**src/text_console_writer_top_macros.svh**
```systemverilog
// Assertion macros for the text console writer RTL.
// Files that check their own logic include this header; it depends on nothing.
`ifndef TEXT_CONSOLE_WRITER_TOP_MACROS_SVH
`define TEXT_CONSOLE_WRITER_TOP_MACROS_SVH

// The consequent must hold in the same cycle as the antecedent.
`define TCW_ASSERT_NOW(label, ante, cons, msg) \
    label: assert property (@(posedge clk) disable iff (!rst_n) (ante) |-> (cons)) \
        else $error(msg);

// The consequent must hold in the cycle after the antecedent.
`define TCW_ASSERT_NEXT(label, ante, cons, msg) \
    label: assert property (@(posedge clk) disable iff (!rst_n) (ante) |=> (cons)) \
        else $error(msg);

`endif

```
**src/tcw_pkg.sv**
```systemverilog
// Shared types and constants of the text console writer.
// Used by the controller, the datapath and the top level; depends on nothing.
`timescale 1ns / 1ps
`default_nettype none

package tcw_pkg;

    localparam logic [1:0]  CMD_PUT      = 2'd0;
    localparam logic [1:0]  CMD_CLEAR    = 2'd1;
    localparam logic [1:0]  CMD_READ     = 2'd2;
    localparam logic [7:0]  NEWLINE_CODE = 8'd10;
    localparam logic [15:0] BLANK_CELL   = 16'h0F20;

    typedef enum logic [3:0] {
        ST_INIT,
        ST_IDLE,
        ST_EXEC,
        ST_READ_WAIT,
        ST_COPY,
        ST_DRAIN,
        ST_BLANK,
        ST_WIPE,
        ST_FINISH
    } tcw_state_t;

    typedef struct packed {
        logic accept;
        logic exec_put;
        logic home;
        logic issue_read;
        logic sweep_start;
        logic clear_step;
        logic copy_step;
        logic blank_step;
        logic finish;
    } tcw_cmd_t;

    typedef struct packed {
        logic [1:0] command;
        logic       put_scroll;
        logic       copy_last;
        logic       sweep_last;
        logic       out_free;
    } tcw_status_t;

endpackage

`default_nettype wire

```
**src/tcw_ctrl.sv**
```systemverilog
// Controller of the text console writer: sequences each request and the memory sweeps.
// Drives tcw_datapath through tcw_cmd_t; depends on tcw_pkg and the assertion macro header.
`timescale 1ns / 1ps
`default_nettype none
`include "text_console_writer_top_macros.svh"

module tcw_ctrl
    import tcw_pkg::*;
(
    input  wire logic        clk,
    input  wire logic        rst_n,
    input  wire logic        in_valid,
    output logic             in_stall,
    input  wire tcw_status_t status,
    output tcw_cmd_t         cmd
);

    tcw_state_t state_reg, state_next;

    always_comb
    begin
        state_next = state_reg;
        case (state_reg)
            ST_INIT:
            begin
                if (status.sweep_last)
                begin
                    state_next = ST_IDLE;
                end
            end
            ST_IDLE:
            begin
                if (in_valid)
                begin
                    state_next = ST_EXEC;
                end
            end
            ST_EXEC:
            begin
                case (status.command)
                    CMD_PUT:   state_next = status.put_scroll ? ST_COPY : ST_FINISH;
                    CMD_CLEAR: state_next = ST_WIPE;
                    CMD_READ:  state_next = ST_READ_WAIT;
                    default:   state_next = ST_FINISH;
                endcase
            end
            ST_READ_WAIT:
            begin
                state_next = ST_FINISH;
            end
            ST_COPY:
            begin
                if (status.copy_last)
                begin
                    state_next = ST_DRAIN;
                end
            end
            ST_DRAIN:
            begin
                state_next = ST_BLANK;
            end
            ST_BLANK, ST_WIPE:
            begin
                if (status.sweep_last)
                begin
                    state_next = ST_FINISH;
                end
            end
            ST_FINISH:
            begin
                if (status.out_free)
                begin
                    state_next = ST_IDLE;
                end
            end
            default:
            begin
                state_next = ST_IDLE;
            end
        endcase
    end

    always_comb
    begin
        cmd      = '0;
        in_stall = 1'b1;
        case (state_reg)
            ST_INIT, ST_WIPE:
            begin
                cmd.clear_step = 1'b1;
            end
            ST_IDLE:
            begin
                in_stall   = 1'b0;
                cmd.accept = in_valid;
            end
            ST_EXEC:
            begin
                case (status.command)
                    CMD_PUT:
                    begin
                        cmd.exec_put    = 1'b1;
                        cmd.sweep_start = 1'b1;
                    end
                    CMD_CLEAR:
                    begin
                        cmd.home        = 1'b1;
                        cmd.sweep_start = 1'b1;
                    end
                    CMD_READ:
                    begin
                        cmd.issue_read = 1'b1;
                    end
                    default:
                    begin
                        cmd.finish = 1'b0;
                    end
                endcase
            end
            ST_COPY:
            begin
                cmd.copy_step = 1'b1;
            end
            ST_BLANK:
            begin
                cmd.blank_step = 1'b1;
            end
            ST_FINISH:
            begin
                cmd.finish = status.out_free;
            end
            default:
            begin
                cmd = '0;
            end
        endcase
    end

    always_ff @(posedge clk or negedge rst_n)
    begin
        if (!rst_n)
        begin
            state_reg <= ST_INIT;
        end
        else
        begin
            state_reg <= state_next;
        end
    end

    `TCW_ASSERT_NOW(a_finish_slot_free, cmd.finish, status.out_free, "result loaded while output held")
    `TCW_ASSERT_NOW(a_one_writer, 1'b1,
        $onehot0({cmd.clear_step, cmd.copy_step, cmd.blank_step, cmd.exec_put}),
        "more than one memory write source")
    `TCW_ASSERT_NEXT(a_scroll_starts_copy,
        state_reg == ST_EXEC && status.command == CMD_PUT && status.put_scroll,
        state_reg == ST_COPY, "scroll did not start the copy sweep")
    `TCW_ASSERT_NEXT(a_copy_drains, state_reg == ST_COPY && status.copy_last,
        state_reg == ST_DRAIN, "copy sweep did not drain")
    `TCW_ASSERT_NEXT(a_accept_executes, cmd.accept, state_reg == ST_EXEC,
        "accepted request not executed")

endmodule

`default_nettype wire

```
**config.mk**
```make
export PLATFORM = sky130hd
export DESIGN_NAME = tcw_ctrl
export DESIGN_NICKNAME = d
export VERILOG_FILES = /design/src/tcw_pkg.sv /design/src/tcw_ctrl.sv
export VERILOG_INCLUDE_DIRS = /design/src /design/src/src
export SDC_FILE = /design/constraint.sdc
export NUM_CORES = 1
export LEC_CHECK = 0
export BUFFER_PORTS_ARGS = -buffer_cell sky130_fd_sc_hd__buf_2
export CAP_MARGIN = 30
export CORE_AREA = 2 2 39 41
export DETAILED_ROUTE_END_ITERATION = 16
export DIE_AREA = 0 0 41 43
export GPL_TIMING_DRIVEN = 0
export PLACE_DENSITY = 0.74
export SYNTH_ARGS = -nofsm -noshare
export SYNTH_HDL_FRONTEND = slang
export SYNTH_SLANG_ARGS = --single-unit
export TNS_END_PERCENT = 5
```
**constraint.sdc**
```tcl
create_clock -name clk -period 1.3 [get_ports clk]
set_input_delay 0.195 -clock clk [delete_from_list [all_inputs] [get_ports clk]]
set_output_delay 0.195 -clock clk [all_outputs]
set_load 0.02 [all_outputs]
```
==> out/results.ini <==
[placement]
dpl_worst_slack_ns=-0.1190
placed_cell_area_sq_um=605.6
gp_congestion=0.7676
port_buffers=18
dp_hpwl_microns=834.6

[hold_path]
hp-class=in2reg

[worst_setup_path]
crit_required_ns=1.11
crit_path_end_kind=output port
path_class=reg2out
critical_path_buf_inv_count=2
path_cells=buf_6, or3_4, a21oi_2, buf_4
startpoint_type=register
crit_fanout=5
critPathMaxStageDelay_ns=0.38
cpMaxStageDelayCell=dfrtp_1
critical-path-top-delay-family=flip-flops
crit_arrival_ns=1.38

[drt]
routed-wl-met2_microns=618
drt_iter0_drc=12
wl_met1_microns=445
top_layer_used=met3
wire_per_inst_microns=11.34
drc=0
postRouteAntennaNets=0
first_pass_iters=4
wirelength_microns=1100
dr_wl_met3_microns=36
vias_per_cell=4.907
via_count=476

[synthesis]
netlist_area_sq_um=489.2
ys_warn_count=0
synthFlopType=dfrtp_1
synthTopCellsByArea=dfrtp_1 (20%), ha_1 (7.7%), buf_4 (4.6%)
ys_types=31
synth_edf_count=0
netlist_instances=56
ys_seq_area_share_pct=20.46
synth_common_cells=inv_1 (5), nor2_1 (5), dfrtp_1 (4)
synth_nets=68
synth_top_cell_by_area=dfrtp_1
ys_seq_elements=4
async_reset_ff_share_pct=100.0
avgSynthCellArea_sq_um=8.736
synth_top_area_share_pct=20.46

[timing]
holdWs_ns=0.2819
rsz0062_at_grt=yes
finalClockSkew_ns=0.002112
relSlewSlack_pct=79.33
slew_violations=0
worst_slack_ns=-0.2782
fin_crit_sh_pct=121.4
setup_viol=10
finalHoldViolCount=0
max_freq_mhz=633.6
worstMarginPinSlew_ns=0.3061
period_needed_ns=1.578

[floorplan]
boundaryPins=19
start_util_pct=35.35
core-area_sq_um=1384
die_height_microns=43
die_w_microns=41
die-area_sq_um=1763
rows=14

[global_routing]
global_route.usage.total_pct=13.41
grt_pass1_vias=444
grt_pass1_wl_microns=1662
antenna_found_initial=0
grt_max_degree=11
grt_overflow=0

[job]
max_cap_viol_count=0

[cts]
root_buffer=clkbuf_4
h-tree-depth=1
cts_buffer_depth=2
cts_tree=done
clkTransAtPathRegs_ns=0.04
clock_sinks=4
clock_latency_ns=0.23
numCtsBuffers=3

[pwr]
leakage_nw=0.3297
peakVddDrop_mv=1.118
power-per-cell-area_nw_per_um2=2096
power_mw=1.500

[finish]
post-route-util_pct=51.72
fill_cells=129
diodes=0
layout.nets=95
largest_reg_flops=4
postLayoutCellArea_sq_um=715.7
layout-drive-gt1-share_pct=55.56
area_growth_pct=46.29

[outcome]
status=finished, violations left
failed_checks=setup timing

-- per-stage QoR --
stage | cells | TNS (ns)
floorplan | 56 | -0.4502
global placement | 90 | -0.5269
detailed placement | 90 | -0.6049
CTS | 97 | -2.345
global route | 97 | -2.829
finish | 97 | -2.189
-- cells in the final DEF, fill, tap and decap left out, types with 2 or more instances in the layout --
cell type  instances
clkbuf_4           3
nand3_1            2
nand2b_1           3
nor2_1             3
nand2_2            2
a21oi_1            2
nor2_2             2
buf_6              6
ha_1               3
buf_2             11
dfrtp_1            4
inv_1              5
a31oi_1            2
buf_4              8
and2_4             2
-- routing by layer --
metal / track usage (%) / vias up
met5: 0 / -
met4: 6.000 / 0
met3: 0 / 0
met2: 23.44 / 12
met1: 15.96 / 213
li1: - / 251
-- power by group --
part | internal, mW | switching [mW] | total (mW)
Combinational | 0.536 | 0.583 | 1.12
Sequential | 0.186 | 0.0488 | 0.234
Clock | 0.103 | 0.0440 | 0.147
Total | 0.825 | 0.676 | 1.50
-- worst reg2reg max path, stage by stage (launching register included) --
cell	delay [ns]
dfrtp_1	0.38
buf_4	0.15
and4bb_4	0.20
a31oi_4	0.18
nand2_2	0.07
o31ai_2	0.21
-- path summary, 6_finish.rpt --
check	from	endpoint	cells past startpoint	slack, ns
setup / recovery	state_reg[0]$_DFFE_PN0P_	cmd[3]	4	-0.28
hold / removal	status[0]	state_reg[3]$_DFFE_PN0P_	3	0.28
setup reg to reg	state_reg[2]$_DFFE_PN0P_	state_reg[1]$_DFFE_PN0P_	5	0.02
hold reg to reg	state_reg[3]$_DFFE_PN0P_	state_reg[1]$_DFFE_PN0P_	2	0.64
max in group asynchronous	rst_n	state_reg[0]$_DFFE_PN0P_	2	0.88
min in group asynchronous	rst_n	state_reg[2]$_DFFE_PN0P_	2	0.30
-- layout make-up --
| cell class | count | area, sq um | share of cell area (%) |
|---|---|---|---|
| plain buffers | 4 | 41.29 | 5.769 |
| clock buffers | 3 | 22.52 | 3.147 |
| multi-input cells | 43 | 361.6 | 50.52 |
| inverters | 5 | 18.77 | 2.622 |
| flip-flops and latches | 4 | 100.1 | 13.99 |
| repair buffers | 22 | 151.4 | 21.15 |
| well taps | 16 | 20.02 | 2.797 |
-- timing repair --
item                                   in CTS  in global routing
endpoints found under the hold margin       4                  0
gates resized for setup                    11                  7
hold buffers                                1                  0
buffers inserted                            3                  0
pin swaps                                   1                  0
setup endpoints to repair                  10                 12
-- cells by family (layout without fill, tap and decap cells) --
group	Yosys count	in the layout	synth area share (%)
mux	1	1	2.046
compound gates	13	13	21.99
buf+inv	9	34	10.74
flops	4	4	20.46
simple gates	26	26	37.09
fa+ha+maj	3	3	7.673
Note: power is estimated with default switching activity, not from simulation.
